File: config.mk
export PLATFORM = sky130hd
export DESIGN_NAME = armed_combination_lock
export DESIGN_NICKNAME = d
export VERILOG_FILES = /design/src/rtl/core/acl_pkg.sv /design/src/rtl/core/armed_combination_lock.sv /design/src/rtl/core/acl_front.sv /design/src/rtl/core/acl_fifo.sv /design/src/rtl/core/acl_back.sv
export VERILOG_INCLUDE_DIRS = /design/src /design/src/rtl/core
export SDC_FILE = /design/constraint.sdc
export NUM_CORES = 1
export LEC_CHECK = 0
export ABC_AREA = 1
export BUFFER_PORTS_ARGS = -buffer_cell sky130_fd_sc_hd__buf_4
export CORE_ASPECT_RATIO = 0.9
export CORE_MARGIN = 5
export CORE_UTILIZATION = 45
export DETAILED_ROUTE_END_ITERATION = 16
export SYNTH_ARGS = -nofsm -noshare
export SYNTH_HDL_FRONTEND = slang
export SYNTH_HIERARCHICAL = 1
export SYNTH_SLANG_ARGS = --single-unit
File: constraint.sdc
create_clock -name clk_i -period 7 [get_ports clk_i]
set_clock_uncertainty 0.1 [all_clocks]
set_input_delay 0 -clock clk_i [delete_from_list [all_inputs] [get_ports clk_i]]
set_output_delay 0 -clock clk_i [all_outputs]
set_load 0.02 [all_outputs]
File: src/rtl/core/armed_combination_lock_defines.svh
// Assertion macros used by the back part of the lock.
`ifndef ARMED_COMBINATION_LOCK_DEFINES_SVH
`define ARMED_COMBINATION_LOCK_DEFINES_SVH

// Check a property on every clock edge outside reset.
`define ACL_ASSERT(lbl, prop, msg) \
  lbl: assert property (@(posedge clk_i) disable iff (!rst_ni) (prop)) else $error(msg);

// Check that a condition implies a property in the next cycle.
`define ACL_ASSERT_NEXT(lbl, cond, prop, msg) \
  lbl: assert property (@(posedge clk_i) disable iff (!rst_ni) (cond) |=> (prop)) \
    else $error(msg);

`endif

File: src/rtl/core/acl_pkg.sv
// Types and constants of the armed combination lock.
`default_nettype none

package acl_pkg;

  // Key and entry sizes
  localparam int KeyLength = 5;
  localparam int KeyW      = 10;
  localparam int CntW      = $clog2(KeyLength + 1);
  localparam int TicksW    = 8;

  // Event kinds
  localparam logic [1:0] ActTick   = 2'd0;
  localparam logic [1:0] ActMotion = 2'd1;
  localparam logic [1:0] ActButton = 2'd2;

  // Register indexes
  localparam logic CfgKey   = 1'b0;
  localparam logic CfgTicks = 1'b1;

  // Reset values of the registers
  localparam logic [KeyW-1:0]   KeyReset   = 10'd377;
  localparam logic [TicksW-1:0] TicksReset = 8'd10;

  // Intruder message
  localparam int MsgLen  = 10;
  localparam int MsgIdxW = $clog2(MsgLen);
  localparam logic [7:0] IntruderMsg [MsgLen] = '{
    8'd73, 8'd110, 8'd116, 8'd114, 8'd117, 8'd100, 8'd101, 8'd114, 8'd10, 8'd13
  };

  // Queue between front and back
  localparam int QDepth = 4;
  localparam int QAw    = $clog2(QDepth);

  // One classified item handed from front to back
  typedef struct packed {
    logic led;
    logic buzzer;
    logic armed;
    logic alarm_msg;
  } job_t;

  // Key digit at a position; positions past the register read as zero
  function automatic logic [1:0] key_digit(input logic [KeyW-1:0] key, input int pos);
    logic [1:0] d;
    d = 2'd0;
    if (2 * pos < KeyW) begin
      d = 2'(key >> (2 * pos));
    end
    return d;
  endfunction

endpackage

`default_nettype wire

File: src/rtl/core/armed_combination_lock.sv
// Armed combination lock: front classifier, item queue and result sequencer.
// An accepted item is written into the queue and then loaded into the output register.
// Throughput: one item per cycle while results are taken; a wrong entry holds the
// output while the ten message bytes leave, and the four-entry queue absorbs items.
// Reset (rst_ni low, asynchronous): lock unarmed, no digits, alarm and LED off,
// queue and output empty, key 377 and alarm ticks 10.
`default_nettype none

module armed_combination_lock (
  input  wire logic        clk_i,
  input  wire logic        rst_ni,
  input  wire logic        s_axis_tvalid,
  output logic             s_axis_tready,
  input  wire logic [7:0]  s_axis_tdata,   // [1:0] digit, [7:2] zero
  input  wire logic [1:0]  s_axis_tuser,   // [1:0] action
  output logic             m_axis_tvalid,
  input  wire logic        m_axis_tready,
  output logic [15:0]      m_axis_tdata,   // [0] status_led, [1] buzzer, [2] armed,
                                           // [10:3] tx_byte, [15:11] zero
  output logic             m_axis_tuser,   // [0] tx_valid
  output logic             m_axis_tlast,
  input  wire logic        cfg_valid_i,
  output logic             cfg_ready_o,
  input  wire logic        cfg_index_i,
  input  wire logic [9:0]  cfg_data_i
);
  import acl_pkg::*;

  job_t       push_job, pop_job;
  logic       push, pop, q_full, q_empty;
  logic       led, buzzer, armed;
  logic [7:0] tx_byte;

  assign cfg_ready_o = 1'b1;

  acl_front u_front (
    .clk_i       (clk_i),
    .rst_ni      (rst_ni),
    .in_valid_i  (s_axis_tvalid),
    .in_ready_o  (s_axis_tready),
    .action_i    (s_axis_tuser),
    .digit_i     (s_axis_tdata[1:0]),
    .cfg_we_i    (cfg_valid_i),
    .cfg_index_i (cfg_index_i),
    .cfg_data_i  (cfg_data_i),
    .q_full_i    (q_full),
    .push_o      (push),
    .job_o       (push_job)
  );

  acl_fifo u_fifo (
    .clk_i   (clk_i),
    .rst_ni  (rst_ni),
    .push_i  (push),
    .data_i  (push_job),
    .full_o  (q_full),
    .pop_i   (pop),
    .data_o  (pop_job),
    .empty_o (q_empty)
  );

  acl_back u_back (
    .clk_i       (clk_i),
    .rst_ni      (rst_ni),
    .job_i       (pop_job),
    .empty_i     (q_empty),
    .pop_o       (pop),
    .out_valid_o (m_axis_tvalid),
    .out_ready_i (m_axis_tready),
    .led_o       (led),
    .buzzer_o    (buzzer),
    .armed_o     (armed),
    .tx_valid_o  (m_axis_tuser),
    .tx_byte_o   (tx_byte),
    .last_o      (m_axis_tlast)
  );

  // Pack the result fields
  assign m_axis_tdata = {5'd0, tx_byte, armed, buzzer, led};

endmodule

`default_nettype wire

File: src/rtl/core/acl_front.sv
// Front part: takes events and registers, updates the lock state, classifies items.
`default_nettype none

module acl_front (
  input  wire logic                  clk_i,
  input  wire logic                  rst_ni,
  input  wire logic                  in_valid_i,
  output logic                       in_ready_o,
  input  wire logic [1:0]            action_i,
  input  wire logic [1:0]            digit_i,
  input  wire logic                  cfg_we_i,
  input  wire logic                  cfg_index_i,
  input  wire logic [9:0]            cfg_data_i,
  input  wire logic                  q_full_i,
  output logic                       push_o,
  output acl_pkg::job_t              job_o
);
  import acl_pkg::*;

  logic [KeyW-1:0]   key_q;
  logic [TicksW-1:0] ticks_q;
  logic              armed_q, armed_d;
  logic [CntW-1:0]   cnt_q, cnt_d;
  logic [1:0]        entered_q [KeyLength];
  logic [1:0]        entered_d [KeyLength];
  logic [TicksW-1:0] alarm_q, alarm_d;
  logic              led_q, led_d;
  logic              alarm_running;
  logic              take_digit;
  logic              complete;
  logic              match;
  logic              msg;

  assign in_ready_o    = !q_full_i;
  assign push_o        = in_valid_i && in_ready_o;
  assign alarm_running = (alarm_q != '0);
  assign take_digit    = (action_i == ActButton) && !alarm_running && armed_q &&
                         (digit_i != 2'd0) && (cnt_q < CntW'(KeyLength));
  assign complete      = take_digit && (cnt_q == CntW'(KeyLength - 1));

  // Compare the finished entry, with the incoming digit in the final position
  always_comb begin
    match = 1'b1;
    for (int i = 0; i < KeyLength; i++) begin
      if (i == KeyLength - 1) begin
        if (digit_i != key_digit(key_q, i)) match = 1'b0;
      end else begin
        if (entered_q[i] != key_digit(key_q, i)) match = 1'b0;
      end
    end
  end

  // Next state of the lock
  always_comb begin
    armed_d   = armed_q;
    cnt_d     = cnt_q;
    entered_d = entered_q;
    alarm_d   = alarm_q;
    led_d     = led_q;
    msg       = 1'b0;
    unique case (action_i)
      ActTick: begin
        if (alarm_running) alarm_d = alarm_q - 1'b1;
      end
      ActMotion: begin
        if (!alarm_running) armed_d = 1'b1;
      end
      ActButton: begin
        if (take_digit) begin
          for (int i = 0; i < KeyLength; i++) begin
            if (cnt_q == CntW'(i)) entered_d[i] = digit_i;
          end
          cnt_d = cnt_q + 1'b1;
          if (complete) begin
            armed_d = 1'b0;
            cnt_d   = '0;
            for (int i = 0; i < KeyLength; i++) entered_d[i] = 2'd0;
            if (match) begin
              led_d = 1'b1;
            end else begin
              led_d   = 1'b0;
              alarm_d = ticks_q;
              msg     = 1'b1;
            end
          end
        end
      end
      default: ;
    endcase
  end

  // Describe the results of this item
  always_comb begin
    job_o.led       = led_d;
    job_o.buzzer    = (alarm_d != '0);
    job_o.armed     = armed_d;
    job_o.alarm_msg = msg;
  end

  // Hold registers and lock state
  always_ff @(posedge clk_i or negedge rst_ni) begin
    if (!rst_ni) begin
      key_q   <= KeyReset;
      ticks_q <= TicksReset;
      armed_q <= 1'b0;
      cnt_q   <= '0;
      alarm_q <= '0;
      led_q   <= 1'b0;
      for (int i = 0; i < KeyLength; i++) entered_q[i] <= 2'd0;
    end else begin
      if (cfg_we_i) begin
        unique case (cfg_index_i)
          CfgKey:   key_q   <= cfg_data_i;
          CfgTicks: ticks_q <= cfg_data_i[TicksW-1:0];
          default: ;
        endcase
      end
      if (push_o) begin
        armed_q   <= armed_d;
        cnt_q     <= cnt_d;
        entered_q <= entered_d;
        alarm_q   <= alarm_d;
        led_q     <= led_d;
      end
    end
  end

endmodule

`default_nettype wire

File: src/rtl/core/acl_fifo.sv
// Short queue of classified items between front and back.
`default_nettype none

module acl_fifo (
  input  wire logic          clk_i,
  input  wire logic          rst_ni,
  input  wire logic          push_i,
  input  wire acl_pkg::job_t data_i,
  output logic               full_o,
  input  wire logic          pop_i,
  output acl_pkg::job_t      data_o,
  output logic               empty_o
);
  import acl_pkg::*;

  job_t           mem_q [QDepth];
  logic [QAw-1:0] wr_q, rd_q;
  logic [QAw:0]   cnt_q;

  assign full_o  = (cnt_q == (QAw + 1)'(QDepth));
  assign empty_o = (cnt_q == '0);
  assign data_o  = mem_q[rd_q];

  // Store pushed items
  always_ff @(posedge clk_i) begin
    if (push_i) mem_q[wr_q] <= data_i;
  end

  // Advance pointers and fill count
  always_ff @(posedge clk_i or negedge rst_ni) begin
    if (!rst_ni) begin
      wr_q  <= '0;
      rd_q  <= '0;
      cnt_q <= '0;
    end else begin
      if (push_i) wr_q <= wr_q + 1'b1;
      if (pop_i)  rd_q <= rd_q + 1'b1;
      unique case ({push_i, pop_i})
        2'b10:   cnt_q <= cnt_q + 1'b1;
        2'b01:   cnt_q <= cnt_q - 1'b1;
        default: ;
      endcase
    end
  end

endmodule

`default_nettype wire

File: src/rtl/core/acl_back.sv
// Back part: turns queued items into results and sends the intruder message.
`default_nettype none

module acl_back (
  input  wire logic          clk_i,
  input  wire logic          rst_ni,
  input  wire acl_pkg::job_t job_i,
  input  wire logic          empty_i,
  output logic               pop_o,
  output logic               out_valid_o,
  input  wire logic          out_ready_i,
  output logic               led_o,
  output logic               buzzer_o,
  output logic               armed_o,
  output logic               tx_valid_o,
  output logic [7:0]         tx_byte_o,
  output logic               last_o
);
  import acl_pkg::*;
  `include "armed_combination_lock_defines.svh"

  logic               out_valid_q;
  logic               led_q, buzzer_q, armed_q, tx_valid_q, last_q;
  logic [7:0]         byte_q;
  logic [MsgIdxW-1:0] idx_q;
  logic               msg_active;
  logic               load;

  assign msg_active  = (idx_q != '0);
  assign load        = !out_valid_q || out_ready_i;
  assign pop_o       = load && !msg_active && !empty_i;

  assign out_valid_o = out_valid_q;
  assign led_o       = led_q;
  assign buzzer_o    = buzzer_q;
  assign armed_o     = armed_q;
  assign tx_valid_o  = tx_valid_q;
  assign tx_byte_o   = byte_q;
  assign last_o      = last_q;

  // Load the output register from the message run or the queue
  always_ff @(posedge clk_i or negedge rst_ni) begin
    if (!rst_ni) begin
      out_valid_q <= 1'b0;
      idx_q       <= '0;
      led_q       <= 1'b0;
      buzzer_q    <= 1'b0;
      armed_q     <= 1'b0;
      tx_valid_q  <= 1'b0;
      byte_q      <= '0;
      last_q      <= 1'b0;
    end else if (load) begin
      if (msg_active) begin
        out_valid_q <= 1'b1;
        byte_q      <= IntruderMsg[idx_q];
        last_q      <= (idx_q == MsgIdxW'(MsgLen - 1));
        idx_q       <= (idx_q == MsgIdxW'(MsgLen - 1)) ? '0 : idx_q + 1'b1;
      end else if (!empty_i) begin
        out_valid_q <= 1'b1;
        led_q       <= job_i.led;
        buzzer_q    <= job_i.buzzer;
        armed_q     <= job_i.armed;
        tx_valid_q  <= job_i.alarm_msg;
        byte_q      <= job_i.alarm_msg ? IntruderMsg[0] : 8'd0;
        last_q      <= !job_i.alarm_msg;
        idx_q       <= job_i.alarm_msg ? MsgIdxW'(1) : '0;
      end else begin
        out_valid_q <= 1'b0;
      end
    end
  end

  `ACL_ASSERT(a_idx_range, idx_q < MsgIdxW'(MsgLen), "message index out of range")
  `ACL_ASSERT(a_status_last, !(out_valid_q && !tx_valid_q) || last_q, "status result without last")
  `ACL_ASSERT_NEXT(a_run_holds, msg_active, out_valid_q && tx_valid_q, "message run lost its output")

endmodule

`default_nettype wire

; ---- After elaboration in Yosys (flattened, before gate mapping)
; Memories as Yosys holds them, arrays and structs flattened.
; Index checks and enable logic that the tools add are counted.
; W data, S select, Z words.
[op_classes]
addsub = 7
magnitude_cmp = 2
bitwise_logic = 4
n_mux = 45
eq_ne = 16
reduce_logical = 36
[op_table]
columns = operator, n
row1 = $mux W8, 8
row2 = $mux W1, 23
row3 = $pmux W8 S2, 1
row4 = $reduce_and A4 Y1, 4
row5 = $reduce_bool A8 Y1, 2
row6 = $mux W4, 3
row7 = $reduce_bool A2 Y1, 6
row8 = $mux W10, 1
row9 = $mux W2, 5
row10 = $ne A2 B2 Y1, 5
row11 = $logic_and A1 B1 Y1, 8
row12 = $sub A8 B1 Y8 const B, 1
row13 = $mux W7, 1
row14 = $add A3 B1 Y3 const B, 2
row15 = $eq A3 B2 Y1 const B, 2
row16 = $eq A3 B3 Y1 const B, 2
row17 = $logic_not A1 Y1, 6
row18 = $logic_not A3 Y1, 2
row19 = $pmux W3 S2, 1
row20 = $reduce_and A2 Y1, 3
row21 = $reduce_and A3 Y1, 2
row22 = $ge A5 B5 Y1 const B, 1
row23 = $not A4 Y5, 1
row24 = $add A2 B1 Y2 const B, 2
row25 = other kinds (14), 18
[totals]
input_bits = 26
n_memories = 2
romBits = 128
ff_bits = 64
ram_bits = 16
[memory_table]
columns = memory, words, width, rd, rd_ports_with_merged_regs, wr, line
row1 = (no name shown), 16, 8, 1, 0, 0, acl_back.sv:55  ; byte_q <= IntruderMsg[idx_q];
row2 = u_fifo.mem_q, 4, 4, 1, 0, 1, acl_fifo.sv:16  ; job_t mem_q [QDepth];

; ---- Longest topological paths before layout
[depth]
word_depth = 11
depth_mapped = 16
ltp_nobuf = 16

; ---- Hierarchy
; Netlist, hierarchy kept.
[by_module_without_submodules]
columns = module, area_per_inst_um2, cells_per_inst, seq_area_each_um2, instances
row1 = acl_front, 2429.8, 321, 985.9, 1
row2 = acl_fifo, 1069.8, 95, 655.6, 1
row3 = acl_back, 984.7, 127, 425.4, 1
row4 = armed_combination_lock, 75.1, 11, 0.0, 1

; ---- Least setup slack after synthesis
; No wires, ideal clock.
[synth_timing]
kind = register -> register
startpoint = register u_fifo.cnt_q[0]
endpoint = register u_fifo.cnt_q[2]
n_path_buf = 2
path_slack_ns = 4.488
required_ns = 6.783
setup_ns = 0.117
stages_incl_launch_ff = 15
t_arrival_ns = 2.295
cell_sequence = dfrtp_1 > nor3_1 > inv_1 > nand2_1 > inv_1 > clkbuf_1 > buf_2 > inv_1 > ha_1 > inv_1 > fa_1 > nand2_1 > nand3_1 > nand2_1 > nand2_1
[synth_via]
elab_chain_len = 5
[synth_rtl]
columns = element, line
row1 = start: declaration, acl_fifo.sv:18  ; logic [QAw:0] cnt_q;
row2 = start signal: assignment, acl_fifo.sv:39  ; 2'b10: cnt_q <= cnt_q + 1'b1;
row3 = start signal: assignment, acl_fifo.sv:40  ; 2'b01: cnt_q <= cnt_q - 1'b1;
row4 = $eq A3 B3 Y1 *, acl_fifo.sv:20  ; assign full_o = (cnt_q == (QAw + 1)'(QDepth));
row5 = named net q_full, armed_combination_lock.sv:30  ; logic push, pop, q_full, q_empty;
row6 = $logic_not A1 Y1 *, acl_front.sv:34  ; assign in_ready_o = !q_full_i;
row7 = named net s_axis_tready, armed_combination_lock.sv:13  ; output logic s_axis_tready,
row8 = $logic_and A1 B1 Y1 *, acl_front.sv:35  ; assign push_o = in_valid_i && in_ready_o;
row9 = named net push, armed_combination_lock.sv:30
row10 = $eq A2 B1 Y1 or $eq A2 B2 Y1 (tied branches), acl_fifo.sv:38  ; unique case ({push_i, pop_i})
row11 = $pmux W3 S2 or $reduce_bool A2 Y1 (tied branches), n/a
; Mark *: on every way through the listed nets, which the timed path passes. The rest lies on a longest branch.
; A chain may end at the register's enable or synchronous reset.

; ---- Final worst setup path
[layout_timing]
startpoint = register u_fifo.cnt_q[0]
endpoint = register u_fifo.cnt_q[2]
[layout_via]
elab_chain_len = 5
[layout_rtl]
columns = element, line
row1 = $eq A3 B3 Y1 *, acl_fifo.sv:20
row2 = named net q_full, armed_combination_lock.sv:30
row3 = $logic_not A1 Y1 *, acl_front.sv:34
row4 = $logic_and A1 B1 Y1 *, acl_front.sv:35
row5 = named net push, armed_combination_lock.sv:30
row6 = $eq A2 B1 Y1 or $eq A2 B2 Y1 (tied branches), acl_fifo.sv:38
row7 = $pmux W3 S2 or $reduce_bool A2 Y1 (tied branches), n/a
; Marks and branches as above.

==> flow_summary.ini <==
[synth]
yosysSeqAreaShare_pct = 45.33
yosys_warnings = 6
synthAdderAreaFrac_pct = 5.928
synth-xor-area-share_pct = 2.881
syn-cell-area_mm2 = 0.004559
synth.top_cell.area_share_pct = 30.19
avgSynthCellArea_um2 = 8.230
synth_compound_area_share_pct = 9.440
synth_top_family_by_area = simple AND/OR/NAND/NOR gates
yosysUniqueCellTypes = 42
synthMuxAreaShare_pct = 0.2470
synthCells = 554
synth.top_cells.by_area = dfrtp_1 (30%), nand2_1 (14%), edfxtp_1 (11%)
synthSimpleGateAreaFrac_pct = 24.81
yosysTopAreaCell = dfrtp_1
synth-seq-cells = 79

[worst_setup_path]
worst-path-max-fanout = 21
path_cells = nor3_1 -> inv_1 -> nand2_1 -> inv_1 -> inv_1 -> ha_1 -> inv_1 -> fa_1 -> nand2_1 -> nand3_1 -> nand2_1 -> nand2_1
critPathCaptureType = flop
slowest_delay_ns = 0.42
cp_data_required_time_ns = 7.12
crit_type = flop to flop
crit_slowest_cell = dfrtp_1
r2r_start = u_fifo/cnt_q[0]$_DFFE_PN0P_
startpoint = u_fifo/cnt_q[0]$_DFFE_PN0P_
worst_ep_arrival_time_ns = 2.72
start_kind = flop

[cts]
cts_buffers = 9
ctsLongestPathBuffers = 2
htreeDepth = 3
cts_resized = 0
cts_sinks = 79
cts_root_buffer = clkbuf_16
clock_latency_ns = 0.33
clk_pin_slew_worst_paths_ns = 0.06
cts_tree = yes

[floorplanning]
die_area_mm2 = 0.01225
row_count = 34
chipWidth_um = 116.1
fp.coreArea_mm2 = 0.009784
die_y_um = 105.5
start_util_pct = 46.60
io_pins = 47

[drt]
vias = 3459
drcViolationCount = 0
wl_per_cell_um = 12.42
drt_wl_total_um = 8981
dr.first_iter.drc_count = 228
final_antenna_net_count = 0
vias_per_cell = 4.784
drt-pass1-iter-count = 4

[sta]
max_freq_mhz = 384.1
tightest_slew_ns = 0.8105
hold_viol = 0
setup-tns-final_ns = 0
period_needed_ns = 2.604
slew_viol_final = 0
post-route-period-util_pct = 37.20
max_slew_margin_pct = 45.97
setup_viol = 0
rsz0062_at_grt = false
whs_ns = 0.07244

[final_layout]
fillCellCount = 939
final_core_util_pct = 53.71
nNetsFinal = 639
diodes = 0
syn_to_final_growth_pct = 15.26
drive_above_1_share_pct = 14.91

[grt]
gr-total-overflow = 0
grt_antenna_before_repair = 0
grt_pass1_wl_um = 15290
grt_pass1_vias = 3217
grt_max_degree = 64
globalRouteTotalUtil_pct = 15.58

[power_and_ir_drop]
power_density_mw_per_mm2 = 372.8
p_leak_nw = 2.615
ir_worst_vdd_mv = 0.2194

[run]
maxCapViolCount = 0

[placed_design]
portBuffers = 33
gp_congestion = 0.8605
dp_hpwl_um = 6436

[worst_hold_path]
hold_path_startpoint = s_axis_tvalid
hp-class = input port to flop

[run_status]
status = finished, final reports clean
-- metrics by stage --
step	std cells	setup WS [ns]	total power, mW	instance area, um2
3_3_place_gp	693	4.451	1.452	4800
2_1_floorplan	558	4.488	1.311	4574
5_1_grt	723	4.076	2.119	5255
3_5_place_dp	693	4.414	1.471	4800
4_1_cts	723	4.394	1.982	5255
6_report	723	4.396	1.959	5255
-- cells in the final DEF (no fill, tap or decap), types with 4 or more instances in the layout --
master and n:
nand2_1 172, inv_1 82, dfrtp_1 55, o21ai_0 45
buf_4 33, nand3_1 24, nor2_1 22, ha_1 20
edfxtp_1 16, dlygate4sd3_1 14, xor2_1 10, clkbuf_16 9
dfstp_2 8, conb_1 7, nand2_2 7, o211ai_1 7
nor2_4 5, a21oi_1 5, xnor2_1 5, nor2_2 5
nand4_1 4, o21ai_1 4, a31oi_1 4
-- timing repair --
item                      in CTS  in global routing
hold buffers                  14                  0
buffers inserted               0                  0
hold endpoints to repair      82                  0
-- state kept, by name (all words and copies together) (netlist names), 2 cells and up --
register and count:
u_back/idx_q 4, u_back/tx_byte_o 7, u_fifo/cnt_q 3, u_fifo/mem_q 16, u_fifo/rd_q 2, u_fifo/wr_q 2, u_front/alarm_q 8, u_front/cnt_q 3
u_front/entered_q 8, u_front/key_q 10, u_front/ticks_q 8
-- cells in the mapped netlist (all sizes together) --
cell type / n
nand2: 181
inv: 85
dfrtp: 55
o21ai: 52
nor2: 33
nand3: 27
buf: 21
ha: 20
edfxtp: 16
xor2: 10
dfstp: 8
o211ai: 8
a21oi: 6
xnor2: 5
a31oi: 4
nand4: 4
nor3: 4
a22oi: 3
clkbuf: 3
conb: 3
o22ai: 2
clkinv: 1
fa: 1
mux2: 1
nand3b: 1
-- logic make-up after synthesis --
family | after synthesis
AO/OA/AOI/OAI | 75
XOR/XNOR | 15
adder cells (fa/ha/maj) | 21
buffers and inverters | 110
flip-flops | 79
multiplexers | 1
other | 3
AND/OR/NAND/NOR | 250
-- per-layer routing --
layer / GRT usage (%) / vias to the layer above / wire length, um
met5: 0 / - / 0
met4: 3.894 / 0 / 53
met3: 3.668 / 6 / 380
met2: 24.94 / 67 / 4214
met1: 21.34 / 1585 / 4332
li1: - / 1801 / -
-- final timing paths --
check / cells after the start / to / slack [ns]
setup / recovery: 12 / u_fifo/cnt_q[2]$_DFFE_PN0P_ / 4.40
hold / removal: 4 / u_front/armed_q$_DFFE_PN0P_ / 0.07
setup reg to reg: 12 / u_fifo/cnt_q[2]$_DFFE_PN0P_ / 4.40
hold reg to reg: 2 / u_back/last_o$_DFFE_PN0P_ / 0.38
max in group asynchronous: 2 / u_front/key_q[1]$_DFFE_PN0P_ / 6.06
min in group asynchronous: 2 / u_back/tx_byte_o[5]$_DFFE_PN0P_ / 0.21
-- worst max-delay path: cells and delay by family (launching register included) --
| kind | cells | cell delay [ns] |
|---|---|---|
| DFF | 1 | 0.42 |
| and+or+nand+nor | 6 | 0.78 |
| adders and majority gates | 2 | 0.56 |
| buffers and inverters | 4 | 0.64 |
-- final cells by class --
type | instances | area (um2) | area share, %
Sequential cell | 79 | 2067 | 39.33
Clock inverter | 5 | 82.58 | 1.571
Tap cell | 126 | 157.7 | 3.000
Multi-Input combinational cell | 369 | 2001 | 38.07
Timing Repair Buffer | 47 | 387.9 | 7.381
Clock buffer | 11 | 232.7 | 4.429
Inverter | 86 | 326.6 | 6.214
-- power breakdown --
part           internal [mW]  switching (mW)  total (mW)
clock                  0.312           0.180       0.493
sequential             0.604           0.121       0.725
combinational          0.286           0.456       0.742
total                   1.20           0.757        1.96
(Power assumes the default switching activity.)
